--- src/rtl/core/avcc_pkg.sv ---
`default_nettype none

package avcc_pkg;

  localparam logic [7:0] VERSION_ONE   = 8'h01;
  localparam logic [7:0] LENSIZE_RSVD  = 8'hFC;
  localparam logic [7:0] SPSCOUNT_RSVD = 8'hE0;
  localparam logic [7:0] SPSCOUNT_MASK = 8'h1F;
  localparam logic [7:0] LENSIZE_MASK  = 8'h03;

  typedef enum logic [14:0] {
    PH_VERSION   = 15'h0001,
    PH_PROFILE   = 15'h0002,
    PH_COMPAT    = 15'h0004,
    PH_LEVEL     = 15'h0008,
    PH_LENSIZE   = 15'h0010,
    PH_SPSCOUNT  = 15'h0020,
    PH_SPSLEN_HI = 15'h0040,
    PH_SPSLEN_LO = 15'h0080,
    PH_SPSDATA   = 15'h0100,
    PH_PPSCOUNT  = 15'h0200,
    PH_PPSLEN_HI = 15'h0400,
    PH_PPSLEN_LO = 15'h0800,
    PH_PPSDATA   = 15'h1000,
    PH_TRAILING  = 15'h2000,
    PH_FAILED    = 15'h4000
  } phase_t;

  typedef enum logic [3:0] {
    KIND_VERSION   = 4'd0,
    KIND_PROFILE   = 4'd1,
    KIND_COMPAT    = 4'd2,
    KIND_LEVEL     = 4'd3,
    KIND_LENSIZE   = 4'd4,
    KIND_SPSCOUNT  = 4'd5,
    KIND_SPSLEN_HI = 4'd6,
    KIND_SPSLEN_LO = 4'd7,
    KIND_SPSDATA   = 4'd8,
    KIND_PPSCOUNT  = 4'd9,
    KIND_PPSLEN_HI = 4'd10,
    KIND_PPSLEN_LO = 4'd11,
    KIND_PPSDATA   = 4'd12,
    KIND_TRAILING  = 4'd13,
    KIND_FAILED    = 4'd14
  } kind_t;

  typedef enum logic [2:0] {
    ERR_NONE     = 3'd0,
    ERR_VERSION  = 3'd1,
    ERR_LENSIZE  = 3'd2,
    ERR_SPSCOUNT = 3'd3,
    ERR_TRUNC    = 3'd4
  } err_t;

  typedef struct packed {
    phase_t      phase;
    logic [7:0]  sets_remaining;
    logic [7:0]  current_set;
    logic [15:0] payload_remaining;
    logic [7:0]  length_high_byte;
  } state_t;

  typedef struct packed {
    logic [7:0] data_byte;
    logic       record_start;
    logic       buffer_end;
  } item_t;

  typedef struct packed {
    kind_t      byte_kind;
    logic [7:0] field_value;
    logic [7:0] set_index;
    logic       set_last_byte;
    err_t       error_code;
    logic       record_done;
  } result_t;

  function automatic kind_t phase_kind(input phase_t p);
    kind_t k;
    case (p)
      PH_VERSION:   k = KIND_VERSION;
      PH_PROFILE:   k = KIND_PROFILE;
      PH_COMPAT:    k = KIND_COMPAT;
      PH_LEVEL:     k = KIND_LEVEL;
      PH_LENSIZE:   k = KIND_LENSIZE;
      PH_SPSCOUNT:  k = KIND_SPSCOUNT;
      PH_SPSLEN_HI: k = KIND_SPSLEN_HI;
      PH_SPSLEN_LO: k = KIND_SPSLEN_LO;
      PH_SPSDATA:   k = KIND_SPSDATA;
      PH_PPSCOUNT:  k = KIND_PPSCOUNT;
      PH_PPSLEN_HI: k = KIND_PPSLEN_HI;
      PH_PPSLEN_LO: k = KIND_PPSLEN_LO;
      PH_PPSDATA:   k = KIND_PPSDATA;
      PH_TRAILING:  k = KIND_TRAILING;
      default:      k = KIND_FAILED;
    endcase
    return k;
  endfunction

endpackage

`default_nettype wire

--- src/rtl/core/avcc_in_if.sv ---
`default_nettype none

interface avcc_in_if;
  logic       valid;
  logic       ready;
  logic [7:0] data_byte;
  logic       record_start;
  logic       buffer_end;

  modport source (output valid, output data_byte, output record_start, output buffer_end,
                  input ready);
  modport sink (input valid, input data_byte, input record_start, input buffer_end,
                output ready);
endinterface

`default_nettype wire

--- src/rtl/core/avcc_out_if.sv ---
`default_nettype none

interface avcc_out_if;
  logic       valid;
  logic       ready;
  logic [3:0] byte_kind;
  logic [7:0] field_value;
  logic [7:0] set_index;
  logic       set_last_byte;
  logic [2:0] error_code;
  logic       record_done;

  modport source (output valid, output byte_kind, output field_value, output set_index,
                  output set_last_byte, output error_code, output record_done,
                  input ready);
  modport sink (input valid, input byte_kind, input field_value, input set_index,
                input set_last_byte, input error_code, input record_done,
                output ready);
endinterface

`default_nettype wire

--- src/rtl/core/avcc_step.sv ---
`default_nettype none

module avcc_step (
  input  avcc_pkg::item_t   item,
  input  avcc_pkg::state_t  state,
  output avcc_pkg::state_t  state_next,
  output avcc_pkg::result_t res
);

  avcc_pkg::state_t cur;
  logic [7:0]       b;
  logic [7:0]       fin_sets;
  logic [7:0]       fin_cur;
  logic [15:0]      len_full;
  logic [15:0]      pay_dec;
  logic [7:0]       sps_count;

  always_comb begin
    b = item.data_byte;
    // restart from the version byte with cleared counters
    if (item.record_start) begin
      cur.phase             = avcc_pkg::PH_VERSION;
      cur.sets_remaining    = 8'd0;
      cur.current_set       = 8'd0;
      cur.payload_remaining = 16'd0;
      cur.length_high_byte  = 8'd0;
    end else begin
      cur = state;
    end

    fin_sets  = cur.sets_remaining - 8'd1;
    fin_cur   = cur.current_set + 8'd1;
    len_full  = {cur.length_high_byte, b};
    pay_dec   = cur.payload_remaining - 16'd1;
    sps_count = b & avcc_pkg::SPSCOUNT_MASK;

    state_next        = cur;
    res.byte_kind     = avcc_pkg::phase_kind(cur.phase);
    res.field_value   = b;
    res.set_index     = 8'd0;
    res.set_last_byte = 1'b0;
    res.error_code    = avcc_pkg::ERR_NONE;
    res.record_done   = 1'b0;

    case (cur.phase)
      avcc_pkg::PH_VERSION: begin
        if (b != avcc_pkg::VERSION_ONE) begin
          res.error_code = avcc_pkg::ERR_VERSION;
        end else begin
          state_next.phase = avcc_pkg::PH_PROFILE;
        end
      end
      avcc_pkg::PH_PROFILE: state_next.phase = avcc_pkg::PH_COMPAT;
      avcc_pkg::PH_COMPAT:  state_next.phase = avcc_pkg::PH_LEVEL;
      avcc_pkg::PH_LEVEL:   state_next.phase = avcc_pkg::PH_LENSIZE;
      avcc_pkg::PH_LENSIZE: begin
        res.field_value = b & avcc_pkg::LENSIZE_MASK;
        if ((b & avcc_pkg::LENSIZE_RSVD) != avcc_pkg::LENSIZE_RSVD) begin
          res.error_code = avcc_pkg::ERR_LENSIZE;
        end else begin
          state_next.phase = avcc_pkg::PH_SPSCOUNT;
        end
      end
      avcc_pkg::PH_SPSCOUNT: begin
        res.field_value = sps_count;
        if ((b & avcc_pkg::SPSCOUNT_RSVD) != avcc_pkg::SPSCOUNT_RSVD) begin
          res.error_code = avcc_pkg::ERR_SPSCOUNT;
        end else begin
          state_next.sets_remaining = sps_count;
          state_next.current_set    = 8'd0;
          state_next.phase = (sps_count != 8'd0) ? avcc_pkg::PH_SPSLEN_HI
                                                 : avcc_pkg::PH_PPSCOUNT;
        end
      end
      avcc_pkg::PH_PPSCOUNT: begin
        state_next.sets_remaining = b;
        state_next.current_set    = 8'd0;
        if (b != 8'd0) begin
          state_next.phase = avcc_pkg::PH_PPSLEN_HI;
        end else begin
          state_next.phase = avcc_pkg::PH_TRAILING;
          res.record_done  = 1'b1;
        end
      end
      avcc_pkg::PH_SPSLEN_HI, avcc_pkg::PH_PPSLEN_HI: begin
        res.set_index               = cur.current_set;
        state_next.length_high_byte = b;
        state_next.phase = (cur.phase == avcc_pkg::PH_SPSLEN_HI) ? avcc_pkg::PH_SPSLEN_LO
                                                                 : avcc_pkg::PH_PPSLEN_LO;
      end
      avcc_pkg::PH_SPSLEN_LO, avcc_pkg::PH_PPSLEN_LO,
      avcc_pkg::PH_SPSDATA, avcc_pkg::PH_PPSDATA: begin
        res.set_index = cur.current_set;
        if (cur.phase == avcc_pkg::PH_SPSLEN_LO || cur.phase == avcc_pkg::PH_PPSLEN_LO) begin
          state_next.payload_remaining = len_full;
        end else begin
          state_next.payload_remaining = pay_dec;
          res.set_last_byte            = (pay_dec == 16'd0);
        end
        if (state_next.payload_remaining == 16'd0) begin
          // set finished: advance to the next set, the next list or the trailing bytes
          state_next.current_set    = fin_cur;
          state_next.sets_remaining = fin_sets;
          if (cur.phase == avcc_pkg::PH_SPSLEN_LO || cur.phase == avcc_pkg::PH_SPSDATA) begin
            state_next.phase = (fin_sets != 8'd0) ? avcc_pkg::PH_SPSLEN_HI
                                                  : avcc_pkg::PH_PPSCOUNT;
          end else if (fin_sets != 8'd0) begin
            state_next.phase = avcc_pkg::PH_PPSLEN_HI;
          end else begin
            state_next.phase = avcc_pkg::PH_TRAILING;
            res.record_done  = 1'b1;
          end
        end else begin
          case (cur.phase)
            avcc_pkg::PH_SPSLEN_LO: state_next.phase = avcc_pkg::PH_SPSDATA;
            avcc_pkg::PH_PPSLEN_LO: state_next.phase = avcc_pkg::PH_PPSDATA;
            default:                state_next.phase = cur.phase;
          endcase
        end
      end
      default: begin
        // trailing and failed bytes pass through untouched
      end
    endcase

    if (res.error_code != avcc_pkg::ERR_NONE) begin
      state_next.phase = avcc_pkg::PH_FAILED;
    end else if (item.buffer_end && !res.record_done &&
                 cur.phase != avcc_pkg::PH_TRAILING && cur.phase != avcc_pkg::PH_FAILED) begin
      res.error_code   = avcc_pkg::ERR_TRUNC;
      state_next.phase = avcc_pkg::PH_FAILED;
    end
  end

endmodule

`default_nettype wire

--- src/rtl/core/avcc_out_reg.sv ---
`default_nettype none

module avcc_out_reg (
  input  logic              clk,
  input  logic              rst,
  input  logic              load,
  input  avcc_pkg::result_t res,
  output logic              can_load,
  avcc_out_if.source        out_ch
);

  logic              valid;
  avcc_pkg::result_t data;

  assign can_load = !valid || out_ch.ready;

  always_ff @(posedge clk) begin
    if (rst) begin
      valid <= 1'b0;
    end else if (load) begin
      valid <= 1'b1;
    end else if (out_ch.ready) begin
      valid <= 1'b0;
    end
  end

  always_ff @(posedge clk) begin
    if (load) begin
      data <= res;
    end
  end

  assign out_ch.valid         = valid;
  assign out_ch.byte_kind     = data.byte_kind;
  assign out_ch.field_value   = data.field_value;
  assign out_ch.set_index     = data.set_index;
  assign out_ch.set_last_byte = data.set_last_byte;
  assign out_ch.error_code    = data.error_code;
  assign out_ch.record_done   = data.record_done;

endmodule

`default_nettype wire

--- src/rtl/core/avcc_record_parser_top.sv ---
`default_nettype none

// Tags an AVC decoder configuration record one byte per transfer. Each input byte
// yields exactly one result, registered in the cycle after its transfer; a new byte is
// taken every cycle as long as the result register is empty or being drained, since
// the next parser state (phase, set counters, payload length) is computed combinationally.
// The input stalls only while a result waits untaken. record_start on a byte restarts
// the parser at the version byte; after an error every byte is tagged as failed until
// the next record_start.
module avcc_record_parser_top (
  input  logic       clk,
  input  logic       rst,
  avcc_in_if.sink    in_ch,
  avcc_out_if.source out_ch
);

  avcc_pkg::state_t  state;
  avcc_pkg::state_t  state_next;
  avcc_pkg::item_t   item;
  avcc_pkg::result_t step_res;
  logic              can_load;
  logic              in_fire;

  assign item.data_byte    = in_ch.data_byte;
  assign item.record_start = in_ch.record_start;
  assign item.buffer_end   = in_ch.buffer_end;

  assign in_ch.ready = can_load;
  assign in_fire     = in_ch.valid && can_load;

  avcc_step u_step (
    .item       (item),
    .state      (state),
    .state_next (state_next),
    .res        (step_res)
  );

  always_ff @(posedge clk) begin
    if (rst) begin
      state.phase             <= avcc_pkg::PH_VERSION;
      state.sets_remaining    <= 8'd0;
      state.current_set       <= 8'd0;
      state.payload_remaining <= 16'd0;
      state.length_high_byte  <= 8'd0;
    end else if (in_fire) begin
      state <= state_next;
    end
  end

  avcc_out_reg u_out_reg (
    .clk      (clk),
    .rst      (rst),
    .load     (in_fire),
    .res      (step_res),
    .can_load (can_load),
    .out_ch   (out_ch)
  );

  a_err_fails: assert property (@(posedge clk) disable iff (rst)
    in_fire && step_res.error_code != avcc_pkg::ERR_NONE |=> state.phase == avcc_pkg::PH_FAILED)
    else $error("error byte did not move parser to failed phase");

  a_done_clean: assert property (@(posedge clk) disable iff (rst)
    out_ch.valid && out_ch.record_done |-> out_ch.error_code == avcc_pkg::ERR_NONE)
    else $error("record completion flagged together with an error");

  a_last_on_data: assert property (@(posedge clk) disable iff (rst)
    out_ch.valid && out_ch.set_last_byte |->
      out_ch.byte_kind == avcc_pkg::KIND_SPSDATA || out_ch.byte_kind == avcc_pkg::KIND_PPSDATA)
    else $error("set_last_byte on a non-payload byte");

  a_stall_cause: assert property (@(posedge clk) disable iff (rst)
    !in_ch.ready |-> out_ch.valid && !out_ch.ready)
    else $error("input stalled while result register free");

endmodule

`default_nettype wire
--- src/flat_wrapper.sv ---
// flat-port wrapper written by rule: the top's interface ports become plain ports
module avcc_record_parser_top_flat 
  (clk, rst, in_ch_valid, in_ch_data_byte, in_ch_record_start, in_ch_buffer_end, in_ch_ready, out_ch_valid, out_ch_byte_kind, out_ch_field_value, out_ch_set_index, out_ch_set_last_byte, out_ch_error_code, out_ch_record_done, out_ch_ready);
  avcc_in_if in_ch_i ();
  avcc_out_if out_ch_i ();
  input  logic clk;
  input  logic rst;
  input wire logic [$bits(in_ch_i.valid)-1:0] in_ch_valid;
  input wire logic [$bits(in_ch_i.data_byte)-1:0] in_ch_data_byte;
  input wire logic [$bits(in_ch_i.record_start)-1:0] in_ch_record_start;
  input wire logic [$bits(in_ch_i.buffer_end)-1:0] in_ch_buffer_end;
  output wire logic [$bits(in_ch_i.ready)-1:0] in_ch_ready;
  output wire logic [$bits(out_ch_i.valid)-1:0] out_ch_valid;
  output wire logic [$bits(out_ch_i.byte_kind)-1:0] out_ch_byte_kind;
  output wire logic [$bits(out_ch_i.field_value)-1:0] out_ch_field_value;
  output wire logic [$bits(out_ch_i.set_index)-1:0] out_ch_set_index;
  output wire logic [$bits(out_ch_i.set_last_byte)-1:0] out_ch_set_last_byte;
  output wire logic [$bits(out_ch_i.error_code)-1:0] out_ch_error_code;
  output wire logic [$bits(out_ch_i.record_done)-1:0] out_ch_record_done;
  input wire logic [$bits(out_ch_i.ready)-1:0] out_ch_ready;
  assign in_ch_i.valid = in_ch_valid;
  assign in_ch_i.data_byte = in_ch_data_byte;
  assign in_ch_i.record_start = in_ch_record_start;
  assign in_ch_i.buffer_end = in_ch_buffer_end;
  assign in_ch_ready = in_ch_i.ready;
  assign out_ch_valid = out_ch_i.valid;
  assign out_ch_byte_kind = out_ch_i.byte_kind;
  assign out_ch_field_value = out_ch_i.field_value;
  assign out_ch_set_index = out_ch_i.set_index;
  assign out_ch_set_last_byte = out_ch_i.set_last_byte;
  assign out_ch_error_code = out_ch_i.error_code;
  assign out_ch_record_done = out_ch_i.record_done;
  assign out_ch_i.ready = out_ch_ready;
  avcc_record_parser_top u_core (.clk(clk), .rst(rst), .in_ch(in_ch_i), .out_ch(out_ch_i));
endmodule
--- config.mk ---
export PLATFORM = sky130hd
export DESIGN_NAME = avcc_record_parser_top_flat
export DESIGN_NICKNAME = d
export VERILOG_FILES = /design/src/rtl/core/avcc_pkg.sv /design/src/rtl/core/avcc_in_if.sv /design/src/rtl/core/avcc_out_if.sv /design/src/rtl/core/avcc_step.sv /design/src/rtl/core/avcc_out_reg.sv /design/src/rtl/core/avcc_record_parser_top.sv /design/src/flat_wrapper.sv
export SDC_FILE = /design/constraint.sdc
export NUM_CORES = 1
export LEC_CHECK = 0
export BUFFER_PORTS_ARGS = -buffer_cell sky130_fd_sc_hd__buf_2
export CORE_MARGIN = 5
export CORE_UTILIZATION = 45
export CTS_BUF_LIST = sky130_fd_sc_hd__clkbuf_4
export DETAILED_ROUTE_END_ITERATION = 16
export PLACE_DENSITY = 0.62
export SETUP_SLACK_MARGIN = 0.05
export SLEW_MARGIN = 5
export SYNTH_ARGS = -nofsm -noshare
export SYNTH_HDL_FRONTEND = slang
export SYNTH_SLANG_ARGS = --single-unit
--- constraint.sdc ---
create_clock -name clk -period 11.3 [get_ports clk]
set_input_delay 1.13 -clock clk [delete_from_list [all_inputs] [get_ports clk]]
set_output_delay 1.13 -clock clk [all_outputs]
set_load 0.02 [all_outputs]
==> flow_summary_export.csv <==
group,metric,value,unit
synthesis,yosysTopAreaCellShare,21.5,%
drt,viasPerCell,6.37,
drt,vias,5332,
synthesis,ys_ff_latch,81,
floorplanning,design.core.area,11400,um2
job,drv_cap,0,
synthesis,yosys-top-cells-area,"dfxtp_1 (21%), edfxtp_1 (14%), nor2_1 (6.2%)",
synthesis,yosysTopAreaCell,"dfxtp_1",
synthesis,ys_warn_count,0,
sta,skew,0.0163,ns
power_and_ir_drop,irDropWorstVdd,55.5,uV
sta,finalSetupViolations,0,
worst_setup_path,startpoint_type,"primary input",
power_and_ir_drop,p_int,443,uW
synthesis,ys.flop_type,"dfxtp_1",
layout,area_delta_synth_final,8.82,%
synthesis,syn_nets,688,
synthesis,synth_edf_count,25,
synthesis,netlist-cell-type-count,74,
global_routing,grt_max_degree,61,
drt,drc_errors,0,
placed_design,routabilityCongestion,0.942,
clock_tree,htree_levels,3,
global_routing,grt-busiest-layer,"met2",
global_routing,gr-usage-met2,37.6,%
global_routing,groute.layer.met3.usage,4.61,%
clock_tree,ctsRootBufferMaster,"clkbuf_4",
power_and_ir_drop,p_leak,0.00204,uW
power_and_ir_drop,power.density,108,nW/um2
outcome,status,"completed",
sta,min_period,4.92,ns
power_and_ir_drop,switching_share,27.7,%
layout,fill_cells,1145,
clock_tree,holdBufCountCts,0,
synthesis,syn_inst,669,
layout,post-route-util,49.7,%
sta,finalCritPeriodShare,43.5,%
hold_path,min-delay-start,"u_core.state[25]",
global_routing,grt_remaining_overflow,0,
worst_setup_path,r2r_slack,7.23,ns
synthesis,synthArstFlopShare,0,%
clock_tree,cts_tree,"done",
sta,fmax,203,MHz
drt,antenna_left,0,
clock_tree,ctsResizeCount,0,
worst_setup_path,critical_path_class,"primary input to flop",
drt,routed_wl,17300,um
sta,setup-tns-final,0,ns
global_routing,grt_pass1_wl,27500,um
sta,rsz0062_at_grt,"no",
floorplanning,die_x,118,um
power_and_ir_drop,pwr-share-comb,11.0,%
clock_tree,cts_setup_buffers,0,
synthesis,ys_seq_area_share,35.9,%
clock_tree,clkLatencyLatePin,0.49,ns
sta,tightest_slew,1.17,ns
worst_setup_path,r2r_start,"u_core.state[8]",
worst_setup_path,ff2ff_path_depth,11,
hold_path,hp-class,"flop to flop",
power_and_ir_drop,finalPower,613,uW
power_and_ir_drop,p_switching,170,uW
drt,dr.pass1.iters,6,
drt,routedWlPerCell,20.7,um
floorplanning,initial_core_util,45.7,%
hold_path,whs_path_depth,2,
worst_setup_path,worstPathArrival,5.32,ns
floorplanning,pin_count,41,
floorplanning,dieArea,13900,um2
power_and_ir_drop,power.share.sequential,51.0,%
synthesis,syn_avg_cell_area,7.80,um2
floorplanning,die_h,118,um
placed_design,dp_hpwl,12200,um
floorplanning,rows,39,
global_routing,grt_usage,24.4,%
worst_setup_path,cp_max_fo,41,
worst_setup_path,required,11.70,ns
clock_tree,cts_made_buffers,9,
hold_path,min_delay_worst_endpoint,"u_core.state[25]",
global_routing,gr-usage-met1,34.0,%
worst_setup_path,r2r-end,"u_core.state[28]",
power_and_ir_drop,clkPwrFrac,38.0,%
sta,slew_headroom,21.4,%
global_routing,grt_pass1_vias,5039,
clock_tree,clk_pin_slew,0.14,ns
clock_tree,cts_sinks,81,
worst_setup_path,worstSetupEndpointType,"flop",
worst_setup_path,crit_start,"in_ch_record_start",
layout,drive_above_1_share,13.0,%
layout,fin_nets,707,
placed_design,io_buffer_count,40,
synthesis,synth_area,5220,um2
sta,slew_viol_final,0,
clock_tree,cts_buffer_depth,2,
drt,drt_iter0_drc,646,
sta,hold_viol,0,
global_routing,antenna_found_initial,0,
routing by layer:
metal | wire, um | part of all wire [%]
met4 | 461 | 2.7
met5 | 0 | 0
met3 | 1290 | 7.5
met1 | 7610 | 44
met2 | 7940 | 46
flip-flops by register name (all words and copies together), names as in the netlist:
signal                                 flops
u_core.u_out_reg.out_ch.set_index          8
u_core.state                              55
u_core.u_out_reg.out_ch.record_done        1
u_core.u_out_reg.out_ch.error_code         3
u_core.u_out_reg.out_ch.valid              1
u_core.u_out_reg.out_ch.byte_kind          4
u_core.u_out_reg.out_ch.field_value        8
u_core.u_out_reg.out_ch.set_last_byte      1
power by group through the flow:
stage	clock [uW]	sequential, uW	combinational, uW
after floorplan	0	324	37.8
after global placement	0	319	66.3
after detailed placement	0	319	67.0
after CTS	237	313	67.1
after global routing	250	314	73.0
final	233	313	67.3
worst max-delay path by stage:
stage	endpoint	cells past startpoint
floorplan	u_core.state[30]	16
global placement	u_core.state[30]	14
detailed placement	u_core.state[28]	14
CTS	u_core.state[28]	14
global route	u_core.state[28]	14
finish	u_core.state[28]	14
worst max-delay path, cell delays in order:
cell     delay [ns]
buf_2          0.07
buf_4          0.37
inv_1          0.13
nand2_1        0.12
ha_1           0.51
nor2b_1        0.40
a32oi_1        0.15
or4_4          0.43
o41a_1         0.41
or2_4          0.31
nor3_4         0.41
nand2_2        0.13
or4b_1         0.53
a31oi_1        0.20
synth_stat cells, drive strengths merged (4+ instances only):
cell type   n
nor2b      15
inv        16
nand2b      9
and2        8
a211oi      8
and3        7
ha          5
nand3      26
a22oi      19
clkbuf     37
a221oi      7
a21oi      38
nor3       29
xnor2      13
o21a        4
nor4       16
a21o        8
o21ai      45
o31ai       5
or4        15
o22ai       4
or3        10
edfxtp     25
a31oi      15
nand4       7
nand2      67
or2         8
and4        6
nor3b       4
dfxtp      56
nor2       86
kinds of logic (layout without fill, tap and decap cells):
group | Yosys count | after routing | share of synthesized area (%)
xor+xnor | 16 | 16 | 2.68
compound gates | 186 | 186 | 23.6
other cells | 0 | 1 | 0
flops | 81 | 81 | 35.9
buf+inv | 56 | 80 | 4.43
fa+ha+maj | 5 | 5 | 1.20
mux | 1 | 1 | 0.192
simple gates | 324 | 324 | 32.0
area by class of cell:
class                   instances  area (um2)  area share (%)
multi-input cells             532        3120            54.9
flip-flops and latches         81        1870            33.0
repair buffers                 48         260            4.58
well taps                     143         179            3.15
clock inverters                 6         115            2.03
clock buffers                  10        75.1            1.32
inverters                      16        60.1            1.06
diodes                          1        2.50          0.0441
cells in the final DEF (no fill, tap or decap), types with 8 or more instances in the layout:
| master | instances |
|---|---|
| nor2_1 | 86 |
| nand2_1 | 66 |
| dfxtp_1 | 56 |
| o21ai_0 | 44 |
| buf_2 | 40 |
| a21oi_1 | 38 |
| nor3_1 | 28 |
| nand3_1 | 26 |
| edfxtp_1 | 25 |
| a22oi_1 | 19 |
| nor4_1 | 16 |
| inv_1 | 16 |
| nor2b_1 | 15 |
| a31oi_1 | 15 |
| or4_1 | 13 |
| xnor2_1 | 13 |
| or3_1 | 10 |
| clkbuf_4 | 10 |
| nand2b_1 | 9 |
| a211oi_1 | 8 |
| a21o_1 | 8 |
| buf_4 | 8 |
stage by stage:
stage          cell area, um2  cells  setup WS [ns]  hold WS [ns]
4_1_cts                  5680    836           6.43         0.483
5_1_grt                  5680    836           6.12         0.510
3_5_place_dp             5490    820           5.92         0.462
6_report                 5680    837           6.38         0.481
2_1_floorplan            5220    669           6.54         0.441
3_3_place_gp             5490    820           6.07         0.457
(Power assumes the default switching activity.)
